File: config.mk
export PLATFORM = sky130hd
export DESIGN_NAME = eeg_frame_deframer
export DESIGN_NICKNAME = d
export VERILOG_FILES = /design/src/rtl/efd_pkg.sv /design/src/rtl/eeg_frame_deframer.sv /design/src/rtl/efd_front.sv /design/src/rtl/efd_queue.sv /design/src/rtl/efd_back.sv
export VERILOG_INCLUDE_DIRS = /design/src /design/src/rtl
export SDC_FILE = /design/constraint.sdc
export NUM_CORES = 2
export LEC_CHECK = 0
export BUFFER_PORTS_ARGS = -buffer_cell sky130_fd_sc_hd__buf_2
export CELL_PAD_IN_SITES_DETAIL_PLACEMENT = 1
export CELL_PAD_IN_SITES_GLOBAL_PLACEMENT = 2
export CORE_MARGIN = 3
export CORE_UTILIZATION = 29
export DETAILED_ROUTE_END_ITERATION = 16
export PLACE_DENSITY_LB_ADDON = 0.1
export REMOVE_ABC_BUFFERS = 1
export SLEW_MARGIN = 20
export SYNTH_ARGS = -nofsm -noshare
export SYNTH_HDL_FRONTEND = slang
export SYNTH_SLANG_ARGS = --single-unit
File: constraint.sdc
create_clock -name clk -period 23.9 [get_ports clk]
set_input_delay 4.78 -clock clk [delete_from_list [all_inputs] [get_ports clk]]
set_output_delay 4.78 -clock clk [all_outputs]
set_load 0.005 [all_outputs]
File: src/rtl/assert_macros.svh
// ----------------------------------------------------------------------------
// Assertion macros
// Shared concurrent assertion forms for the deframer.
// ----------------------------------------------------------------------------
`ifndef ASSERT_MACROS_SVH
`define ASSERT_MACROS_SVH

// Check that a condition implies another in the same cycle
`define EFD_ASSERT_IMPLY(label, clk, rst_n, ante, cons, msg) \
	label: assert property (@(posedge clk) disable iff (!rst_n) (ante) |-> (cons)) \
		else $error(msg);

// Check that a condition never holds
`define EFD_ASSERT_NEVER(label, clk, rst_n, cond, msg) \
	label: assert property (@(posedge clk) disable iff (!rst_n) !(cond)) \
		else $error(msg);

`endif

File: src/rtl/efd_pkg.sv
// ----------------------------------------------------------------------------
// efd_pkg
// Types and constants shared by the frame deframer modules.
// ----------------------------------------------------------------------------
package efd_pkg;

	localparam int MAX_CHANNELS_DEF = 32;
	localparam int AUX_BYTES        = 7;
	localparam int Q_DEPTH          = 2;
	localparam int TDATA_W          = 120;

	localparam logic [7:0] HDR_BYTE  = 8'hA0;
	localparam logic [7:0] FTR_BYTE  = 8'hC0;
	localparam logic [5:0] CFG_RESET = 6'd8;

	// result kinds carried on tuser
	typedef enum logic [1:0] {
		KIND_SAMPLE  = 2'd0,
		KIND_FRAME   = 2'd1,
		KIND_BATTERY = 2'd2,
		KIND_DROP    = 2'd3
	} kind_t;

	// one finished frame handed from the parser to the emitter
	typedef struct packed {
		logic        drop;
		logic        bank;
		logic [5:0]  n;
		logic [7:0]  sn;
		logic [31:0] ms;
		logic [9:0]  us;
		logic [3:0]  mk;
		logic        t1;
		logic        t2;
		logic        batt;
		logic [4:0]  bnum;
		logic [31:0] bms;
		logic [9:0]  bus;
		logic [3:0]  bmk;
		logic [15:0] temp;
		logic [15:0] volt;
	} job_t;

	// one result item
	typedef struct packed {
		kind_t              kind;
		logic [7:0]         sn;
		logic [4:0]         ch;
		logic signed [23:0] value;
		logic [31:0]        ms;
		logic [9:0]         us;
		logic [3:0]         mk;
		logic               t1;
		logic               t2;
		logic [15:0]        temp;
		logic [15:0]        volt;
		logic               last;
	} res_t;

endpackage

File: src/rtl/eeg_frame_deframer.sv
// Each job passes the job queue, then the output stage register. Throughput: one
// byte per cycle in, one result item per cycle out while m_axis_tready is high; the
// parser stalls only while two finished frames wait in the job queue (two memory
// banks). A good frame of 3n+10 bytes yields n+1 or n+2 items; the stream keeps
// its rate. Reset: hunting for a header, queue empty, battery state zero, channel
// count 8; the sample memory and auxiliary bytes are undefined until written.
// ----------------------------------------------------------------------------
// eeg_frame_deframer
// Serial packet deframer for 24-bit biosignal frames with battery records.
// ----------------------------------------------------------------------------
`include "assert_macros.svh"

module eeg_frame_deframer import efd_pkg::*; #(
	parameter int MAX_CHANNELS = MAX_CHANNELS_DEF
) (
	input  logic               clk,
	input  logic               arst_n,
	input  logic               cfg_we,
	input  logic [5:0]         cfg_wdata,      // num_channels
	input  logic               s_axis_tvalid,
	output logic               s_axis_tready,
	input  logic [7:0]         s_axis_tdata,   // data_byte
	output logic               m_axis_tvalid,
	input  logic               m_axis_tready,
	// sample_number, channel_index, sample_value, timestamp_ms, timestamp_us,
	// marker, trigger_one, trigger_two, temperature, battery_mv, zero pad
	output logic [TDATA_W-1:0] m_axis_tdata,
	output logic [1:0]         m_axis_tuser,   // kind
	output logic               m_axis_tlast    // last
);

	localparam int         CH_AW = (MAX_CHANNELS > 1) ? $clog2(MAX_CHANNELS) : 1;
	localparam logic [5:0] MAX_N = 6'(MAX_CHANNELS);

	logic [5:0]   num_ch_q;
	logic [5:0]   n_eff;
	logic         take;
	logic         push;
	job_t         push_job;
	logic         pop;
	logic         head_valid;
	job_t         head;
	logic [1:0]   q_count;
	logic         wr_en;
	logic [CH_AW:0] wr_addr;
	logic [23:0]  wr_data;
	res_t         res;

	// hold the channel count register
	always_ff @(posedge clk or negedge arst_n) begin
		if (!arst_n) begin
			num_ch_q <= CFG_RESET;
		end else if (cfg_we) begin
			num_ch_q <= cfg_wdata;
		end
	end

	// clamp the channel count to its working range
	always_comb begin
		if (num_ch_q == 6'd0) begin
			n_eff = 6'd1;
		end else if (num_ch_q > MAX_N) begin
			n_eff = MAX_N;
		end else begin
			n_eff = num_ch_q;
		end
	end

	// take bytes while a job slot is free
	assign s_axis_tready = q_count < 2'(Q_DEPTH);
	assign take          = s_axis_tvalid && s_axis_tready;

	efd_front #(
		.MAX_CHANNELS(MAX_CHANNELS)
	) u_front (
		.clk       (clk),
		.arst_n    (arst_n),
		.take      (take),
		.data_byte (s_axis_tdata),
		.n_eff     (n_eff),
		.push      (push),
		.push_job  (push_job),
		.wr_en     (wr_en),
		.wr_addr   (wr_addr),
		.wr_data   (wr_data)
	);

	efd_queue u_queue (
		.clk        (clk),
		.arst_n     (arst_n),
		.push       (push),
		.push_job   (push_job),
		.pop        (pop),
		.head_valid (head_valid),
		.head       (head),
		.count      (q_count)
	);

	efd_back #(
		.MAX_CHANNELS(MAX_CHANNELS)
	) u_back (
		.clk        (clk),
		.arst_n     (arst_n),
		.wr_en      (wr_en),
		.wr_addr    (wr_addr),
		.wr_data    (wr_data),
		.head_valid (head_valid),
		.head       (head),
		.pop        (pop),
		.res_valid  (m_axis_tvalid),
		.res_ready  (m_axis_tready),
		.res        (res)
	);

	// pack the result item
	assign m_axis_tdata = {3'b000, res.volt, res.temp, res.t2, res.t1, res.mk,
		res.us, res.ms, res.value, res.ch, res.sn};
	assign m_axis_tuser = res.kind;
	assign m_axis_tlast = res.last;

	// checks
	`EFD_ASSERT_NEVER(a_queue_bound, clk, arst_n, q_count > 2'(Q_DEPTH), "job queue overrun")
	`EFD_ASSERT_IMPLY(a_drop_last, clk, arst_n, m_axis_tvalid && m_axis_tuser == KIND_DROP, m_axis_tlast, "drop record not last")
	`EFD_ASSERT_NEVER(a_sample_not_last, clk, arst_n, m_axis_tvalid && m_axis_tlast && m_axis_tuser == KIND_SAMPLE, "channel item marked last")
	`EFD_ASSERT_IMPLY(a_batt_number, clk, arst_n, m_axis_tvalid && m_axis_tuser == KIND_BATTERY, m_axis_tdata[7:5] == 3'b000, "battery number out of range")

endmodule

File: src/rtl/efd_front.sv
// ----------------------------------------------------------------------------
// efd_front
// Byte parser: hunts the header, gathers the frame body, writes channel
// samples into the sample memory and hands a job to the queue at the footer.
// ----------------------------------------------------------------------------
module efd_front import efd_pkg::*; #(
	parameter int MAX_CHANNELS = MAX_CHANNELS_DEF
) (
	input  logic                                      clk,
	input  logic                                      arst_n,
	input  logic                                      take,
	input  logic [7:0]                                data_byte,
	input  logic [5:0]                                n_eff,
	output logic                                      push,
	output job_t                                      push_job,
	output logic                                      wr_en,
	output logic [((MAX_CHANNELS > 1) ? $clog2(MAX_CHANNELS) : 1):0] wr_addr,
	output logic [23:0]                               wr_data
);

	localparam int CH_AW = (MAX_CHANNELS > 1) ? $clog2(MAX_CHANNELS) : 1;

	typedef enum logic [1:0] {
		ST_HUNT = 2'b01,
		ST_BODY = 2'b10
	} state_t;

	state_t      state_q;
	logic [6:0]  pos_q;
	logic [1:0]  ph_q;
	logic [5:0]  ch_q;
	logic [7:0]  sn_q;
	logic [15:0] part_q;
	logic        bank_q;
	logic [7:0]  aux_q [AUX_BYTES];
	logic [4:0]  bnum_q;
	logic [31:0] bms_q;
	logic [9:0]  bus_q;
	logic [3:0]  bmk_q;
	logic [15:0] temp_q;
	logic [15:0] volt_q;

	logic [6:0]  three_n;
	logic [6:0]  lim;
	logic [6:0]  aux_off;
	logic        in_body;
	logic        in_chan;
	logic        in_aux;
	logic        body_take;
	logic        good;
	logic [31:0] ms;
	logic [9:0]  us;

	// classify the current byte position against the channel count
	always_comb begin
		three_n   = {n_eff, 1'b0} + {1'b0, n_eff};
		lim       = three_n + 7'd8;
		aux_off   = pos_q - three_n - 7'd1;
		in_body   = pos_q < lim;
		in_chan   = (pos_q != 7'd0) && (pos_q <= three_n);
		in_aux    = (pos_q != 7'd0) && !in_chan && (aux_off < 7'(AUX_BYTES));
		body_take = take && (state_q == ST_BODY);
		push      = body_take && !in_body;
		good      = data_byte == FTR_BYTE;
	end

	// write a channel sample on its third byte
	assign wr_en   = body_take && in_body && in_chan && (ph_q == 2'd2);
	assign wr_addr = {bank_q, ch_q[CH_AW-1:0]};
	assign wr_data = {part_q, data_byte};

	// build the job from the auxiliary bytes and battery state
	always_comb begin
		ms = {aux_q[3], aux_q[4], aux_q[5], aux_q[6]};
		us = {aux_q[1][1:0], aux_q[2]};
		push_job.drop = !good;
		push_job.bank = bank_q;
		push_job.n    = n_eff;
		push_job.sn   = sn_q;
		push_job.ms   = ms;
		push_job.us   = us;
		push_job.mk   = aux_q[1][7:4];
		push_job.t1   = aux_q[1][2];
		push_job.t2   = aux_q[1][3];
		push_job.batt = sn_q[2:0] == 3'd3;
		push_job.bnum = bnum_q;
		push_job.bms  = bms_q;
		push_job.bus  = bus_q;
		push_job.bmk  = bmk_q;
		push_job.temp = temp_q;
		push_job.volt = volt_q + {8'h00, aux_q[0]};
	end

	// hold auxiliary bytes
	always_ff @(posedge clk) begin
		if (body_take && in_body && in_aux) begin
			aux_q[aux_off[2:0]] <= data_byte;
		end
	end

	// advance the frame parser
	always_ff @(posedge clk or negedge arst_n) begin
		if (!arst_n) begin
			state_q <= ST_HUNT;
			pos_q   <= 7'd0;
			ph_q    <= 2'd0;
			ch_q    <= 6'd0;
			sn_q    <= 8'd0;
			part_q  <= 16'd0;
			bank_q  <= 1'b0;
		end else if (take) begin
			unique case (state_q)
				ST_HUNT: begin
					if (data_byte == HDR_BYTE) begin
						state_q <= ST_BODY;
						pos_q   <= 7'd0;
						ph_q    <= 2'd0;
						ch_q    <= 6'd0;
					end
				end
				ST_BODY: begin
					if (in_body) begin
						pos_q <= pos_q + 7'd1;
						if (pos_q == 7'd0) begin
							sn_q <= data_byte;
						end else begin
							if (ph_q == 2'd2) begin
								ph_q <= 2'd0;
								ch_q <= ch_q + 6'd1;
							end else begin
								ph_q <= ph_q + 2'd1;
							end
							if (in_chan && ph_q == 2'd0) begin
								part_q <= {data_byte, 8'h00};
							end else if (in_chan && ph_q == 2'd1) begin
								part_q[7:0] <= data_byte;
							end
						end
					end else begin
						state_q <= ST_HUNT;
						pos_q   <= 7'd0;
						if (good) begin
							bank_q <= !bank_q;
						end
					end
				end
				default: begin
					state_q <= ST_HUNT;
				end
			endcase
		end
	end

	// update battery state after a good frame
	always_ff @(posedge clk or negedge arst_n) begin
		if (!arst_n) begin
			bnum_q <= 5'd0;
			bms_q  <= 32'd0;
			bus_q  <= 10'd0;
			bmk_q  <= 4'd0;
			temp_q <= 16'd0;
			volt_q <= 16'd0;
		end else if (push && good) begin
			unique case (sn_q[2:0])
				3'd0: begin
					bnum_q <= sn_q[7:3];
					bms_q  <= ms;
					bus_q  <= us;
					bmk_q  <= aux_q[1][7:4];
					temp_q <= {aux_q[0], 8'h00};
					volt_q <= 16'd0;
				end
				3'd1: temp_q <= temp_q + {8'h00, aux_q[0]};
				3'd2: volt_q <= {aux_q[0], 8'h00};
				3'd3: volt_q <= push_job.volt;
				default: begin
				end
			endcase
		end
	end

endmodule

File: src/rtl/efd_queue.sv
// ----------------------------------------------------------------------------
// efd_queue
// Two-entry job queue between the parser and the emitter.
// ----------------------------------------------------------------------------
module efd_queue import efd_pkg::*; (
	input  logic       clk,
	input  logic       arst_n,
	input  logic       push,
	input  job_t       push_job,
	input  logic       pop,
	output logic       head_valid,
	output job_t       head,
	output logic [1:0] count
);

	job_t       entry_q [Q_DEPTH];
	logic       wr_ptr_q;
	logic       rd_ptr_q;
	logic [1:0] count_q;

	assign head_valid = count_q != 2'd0;
	assign head       = entry_q[rd_ptr_q];
	assign count      = count_q;

	// store pushed jobs
	always_ff @(posedge clk) begin
		if (push) begin
			entry_q[wr_ptr_q] <= push_job;
		end
	end

	// advance pointers and fill count
	always_ff @(posedge clk or negedge arst_n) begin
		if (!arst_n) begin
			wr_ptr_q <= 1'b0;
			rd_ptr_q <= 1'b0;
			count_q  <= 2'd0;
		end else begin
			if (push) begin
				wr_ptr_q <= !wr_ptr_q;
			end
			if (pop) begin
				rd_ptr_q <= !rd_ptr_q;
			end
			if (push && !pop) begin
				count_q <= count_q + 2'd1;
			end else if (pop && !push) begin
				count_q <= count_q - 2'd1;
			end
		end
	end

endmodule

File: src/rtl/efd_back.sv
// ----------------------------------------------------------------------------
// efd_back
// Result emitter: holds the two-bank sample memory and walks the head job,
// one item per cycle while res_ready is high, into a registered output stage.
// ----------------------------------------------------------------------------
module efd_back import efd_pkg::*; #(
	parameter int MAX_CHANNELS = MAX_CHANNELS_DEF
) (
	input  logic                                      clk,
	input  logic                                      arst_n,
	input  logic                                      wr_en,
	input  logic [((MAX_CHANNELS > 1) ? $clog2(MAX_CHANNELS) : 1):0] wr_addr,
	input  logic [23:0]                               wr_data,
	input  logic                                      head_valid,
	input  job_t                                      head,
	output logic                                      pop,
	output logic                                      res_valid,
	input  logic                                      res_ready,
	output res_t                                      res
);

	localparam int CH_AW     = (MAX_CHANNELS > 1) ? $clog2(MAX_CHANNELS) : 1;
	localparam int MEM_DEPTH = 2 ** (CH_AW + 1);

	logic [23:0] mem [MEM_DEPTH];

	logic [5:0]  idx_q;
	logic        valid_s2;
	logic [23:0] rdata_s2;
	kind_t       kind_s2;
	logic [7:0]  sn_s2;
	logic [4:0]  ch_s2;
	logic [31:0] ms_s2;
	logic [9:0]  us_s2;
	logic [3:0]  mk_s2;
	logic        t1_s2;
	logic        t2_s2;
	logic [15:0] temp_s2;
	logic [15:0] volt_s2;
	logic        last_s2;

	kind_t       it_kind;
	logic        it_last;
	logic        advance;
	logic [CH_AW:0] rd_addr;

	// decode the item at the current index of the head job
	always_comb begin
		if (head.drop) begin
			it_kind = KIND_DROP;
			it_last = 1'b1;
		end else if (idx_q < head.n) begin
			it_kind = KIND_SAMPLE;
			it_last = 1'b0;
		end else if (idx_q == head.n) begin
			it_kind = KIND_FRAME;
			it_last = !head.batt;
		end else begin
			it_kind = KIND_BATTERY;
			it_last = 1'b1;
		end
		advance = head_valid && (!valid_s2 || res_ready);
		pop     = advance && it_last;
		rd_addr = {head.bank, idx_q[CH_AW-1:0]};
	end

	// write samples, read the next one as the item moves out
	always_ff @(posedge clk) begin
		if (wr_en) begin
			mem[wr_addr] <= wr_data;
		end
		if (advance) begin
			rdata_s2 <= mem[rd_addr];
		end
	end

	// step through the job and hold the output valid
	always_ff @(posedge clk or negedge arst_n) begin
		if (!arst_n) begin
			idx_q    <= 6'd0;
			valid_s2 <= 1'b0;
		end else begin
			if (advance) begin
				valid_s2 <= 1'b1;
				idx_q    <= it_last ? 6'd0 : idx_q + 6'd1;
			end else if (res_ready) begin
				valid_s2 <= 1'b0;
			end
		end
	end

	// capture the item fields, zero where the kind does not use them
	always_ff @(posedge clk) begin
		if (advance) begin
			kind_s2 <= it_kind;
			last_s2 <= it_last;
			sn_s2   <= (it_kind == KIND_BATTERY) ? {3'b000, head.bnum} : head.sn;
			ch_s2   <= (it_kind == KIND_SAMPLE) ? idx_q[4:0] : 5'd0;
			if (it_kind == KIND_FRAME) begin
				ms_s2   <= head.ms;
				us_s2   <= head.us;
				mk_s2   <= head.mk;
				t1_s2   <= head.t1;
				t2_s2   <= head.t2;
				temp_s2 <= 16'd0;
				volt_s2 <= 16'd0;
			end else if (it_kind == KIND_BATTERY) begin
				ms_s2   <= head.bms;
				us_s2   <= head.bus;
				mk_s2   <= head.bmk;
				t1_s2   <= 1'b0;
				t2_s2   <= 1'b0;
				temp_s2 <= head.temp;
				volt_s2 <= head.volt;
			end else begin
				ms_s2   <= 32'd0;
				us_s2   <= 10'd0;
				mk_s2   <= 4'd0;
				t1_s2   <= 1'b0;
				t2_s2   <= 1'b0;
				temp_s2 <= 16'd0;
				volt_s2 <= 16'd0;
			end
		end
	end

	// drive the result
	always_comb begin
		res_valid  = valid_s2;
		res.kind   = kind_s2;
		res.sn     = sn_s2;
		res.ch     = ch_s2;
		res.value  = (kind_s2 == KIND_SAMPLE) ? rdata_s2 : 24'd0;
		res.ms     = ms_s2;
		res.us     = us_s2;
		res.mk     = mk_s2;
		res.t1     = t1_s2;
		res.t2     = t2_s2;
		res.temp   = temp_s2;
		res.volt   = volt_s2;
		res.last   = last_s2;
	end

endmodule
==> reports/metrics.cfg <==
[timing]
clock_skew_ns = 0.0987
setup_viol = 0
fin_crit_sh = 0.316
rsz0062_at_grt = no
hold_viol_final = 0
slew_headroom = 0.173
clock.fmax_mhz = 133
fin_setup_tns_ns = 0
slew_viol_final = 0
worst_slew_pin_slew_ns = 1.24
worst_slack_ns = 16.35
post-route-min-period_ns = 7.55

[hold_path]
hp-class = flop to flop
holdPathStages = 0

[place]
io_buffers = 140
routabilityCongestion = 0.736
dp_hpwl_mm = 140
pre_cts_slack_ns = 15.90

[worst_setup_path]
worstPathRequired_ns = 19.12
end_kind = output pin
cp_max_fo = 24
start_kind = flop
ff2ff_path_depth = 19
cp.arrival_ns = 2.77
crit_type = flop to output pin

[cells_and_area]
fillers = 27800
layout-drive-gt1-share = 0.259
areaGrowthSynthToFinish_pct = 16.3
num-nets-final = 4385

[detailed_routing]
vias = 40400
drt_iter0_markers = 3516
vias_per_cell = 4.89
drt-total-wl_mm = 243
ant_nets = 0
drt_pre_antenna_iters = 7
drc_errors = 0
wl_per_cell_um = 29.3

[floorplanning]
ios = 144
core_area_um2 = 283000
fp-row-count = 195
die_w_um = 540
die_h_um = 540
fp.dieArea_um2 = 291000
initial_core_util = 0.292

[synth]
ys_seq_area_frac = 0.773
synth-xor-area-share = 0.00350
synth_fa_ha_area_frac = 0.00794
yosysWarnings = 0
synth.most_common_cell = edfxtp_1
synth_seq_cells = 2149
synth_edf_count = 2008
synth_top_area_share = 0.730
synth_top_family_by_area = multiplexers
synth_compound_area_frac = 0.0407
syn_area_um2 = 82500
synthCells = 4014
yosys-top-cells-area = edfxtp_1, mux4_2, dfrtp_1, mux2i_1, a22oi_1
synthArstFlopShare = 0.0656
synth_mux_area_frac = 0.134
yosysUniqueCellTypes = 72
synth.avg_cell_area_um2 = 20.6
synthSimpleGateAreaFrac = 0.0267
synth_common_cells = edfxtp_1, mux4_2, mux2i_1
synth_flop_cell = edfxtp_1
synth_top_area_cell = edfxtp_1

[power]
power_density_nw_per_um2 = 115
power.total_w = 0.0111
vdd_drop_max_v = 0.0000930
power.static_leakage_nw = 31.8

[clock_tree]
h-tree-depth = 4
clock-sinks = 2149
cts_resized = 0
clock_path_buffers = 4
clk_latency_ns = 0.93
clk_pin_slew_ns = 0.06
hold_buffers = 0
cts_setup_buffers = 0
cts-buffers-inserted = 245
cts_tree = yes
cts_root_buffer = clkbuf_16

[global_route]
grt_pass1_vias = 42900
antenna_found_initial = 16
grt_max_degree = 149
grtUsageTotal = 0.164
overflow = 0
grt_pass1_wl_mm = 342

[status]
status = completed

[run]
maxCapViolCount = 0

## critical path, stage by stage, from the launching register on
cell and delay [ns]:
edfxtp_1 0.42, nor2_4 0.68, and2_1 0.56, buf_2 0.23
## state kept, by name, indices dropped and copies added (netlist names), 6 cells and up
name / cells
u_back.mem: 1536
u_back.idx_q: 6
u_back.sn_s2: 8
num_ch_q: 6
u_back.volt_s2: 16
u_back.rdata_s2: 24
u_front.bms_q: 32
u_front.pos_q: 7
u_front.bus_q: 10
u_front.part_q: 16
u_back.ms_s2: 32
u_queue.entry_q: 296
u_front.sn_q: 8
u_front.temp_q: 16
u_back.temp_s2: 16
u_front.volt_q: 16
u_front.aux_q: 56
u_back.us_s2: 10
## path summary, 6_finish.rpt
path / slack, ns / startpoint / end
setup / recovery: 16.35 / u_back.kind_s2[1]$_DFFE_PP_ / m_axis_tdata[35]
setup reg to reg: 17.67 / num_ch_q[4]$_DFFE_PN0P_ / u_back.mem[2][23]$_DFFE_PP_
hold / removal: 0.45 / u_front.aux_q[1][3]$_DFFE_PP_ / u_queue.entry_q[1][84]$_DFFE_PP_
hold reg to reg: 0.45 / u_front.aux_q[1][3]$_DFFE_PP_ / u_queue.entry_q[1][84]$_DFFE_PP_
max in group asynchronous: 18.75 / arst_n / u_front.part_q[7]$_DFFE_PN0P_
min in group asynchronous: 3.90 / arst_n / u_front.bms_q[24]$_DFFE_PN0P_
## through the flow
step	cell area (um2)	cells	util	hold WS (ns)
after floorplan	81600	3795	-	0.421
after global placement	88600	7812	0.313	0.430
after detailed placement	88600	7812	0.313	0.440
after CTS	96000	8257	0.340	0.452
after global routing	96000	8260	0.340	0.473
final	96000	8270	0.340	0.452
## layer usage
metal  wire (um)  track usage  share of wire
met5          20            0       0.000082
met4        7790       0.0503          0.032
met3       11200       0.0273          0.046
met2      112000        0.257           0.46
met1      112000        0.234           0.46
## cells in the final DEF, fill, tap and decap left out, types with 40 or more instances in the layout
cell	Yosys	final
mux2i_1	141	141
clkbuf_16	0	247
o21ai_0	59	59
clkinv_1	2	55
mux4_2	389	389
nand2_1	140	138
a221oi_1	47	47
a22o_1	49	49
ha_1	46	46
a21oi_1	50	50
a22oi_1	120	120
nor4_2	2	61
buf_4	7	137
edfxtp_1	2008	2008
o22ai_1	57	57
clkbuf_1	131	79
mux2_2	74	74
dfrtp_1	139	119
buf_2	65	131
inv_1	41	40
nor2_1	81	69
## power by group
group | internal [W] | switching (W)
Clock | 0.00200 | 0.00151
Sequential | 0.00456 | 0.000447
Combinational | 0.000911 | 0.00164
## layout make-up
| type | instances | area [um2] | share of cell area |
|---|---|---|---|
| Clock inverter | 111 | 797 | 0.00830 |
| Inverter | 43 | 166 | 0.00173 |
| Sequential cell | 2149 | 63900 | 0.665 |
| Tap cell | 3743 | 4680 | 0.0488 |
| Timing Repair Buffer | 274 | 1800 | 0.0187 |
| Clock buffer | 334 | 6590 | 0.0686 |
| Multi-Input combinational cell | 1603 | 18100 | 0.188 |
| Antenna cell | 13 | 32.5 | 0.000339 |
## cells by family (layout without fill, tap and decap cells)
| family | count (synthesis) | after routing |
|---|---|---|
| other | 1 | 16 |
| adders and majority gates | 50 | 50 |
| AOI/OAI and AO/OA | 466 | 466 |
| buffers and inverters | 264 | 762 |
| muxes | 609 | 609 |
| and+or+nand+nor | 442 | 442 |
| xor gates and xnor gates | 33 | 33 |
| DFF | 2149 | 2149 |
(Power assumes the default switching activity.)
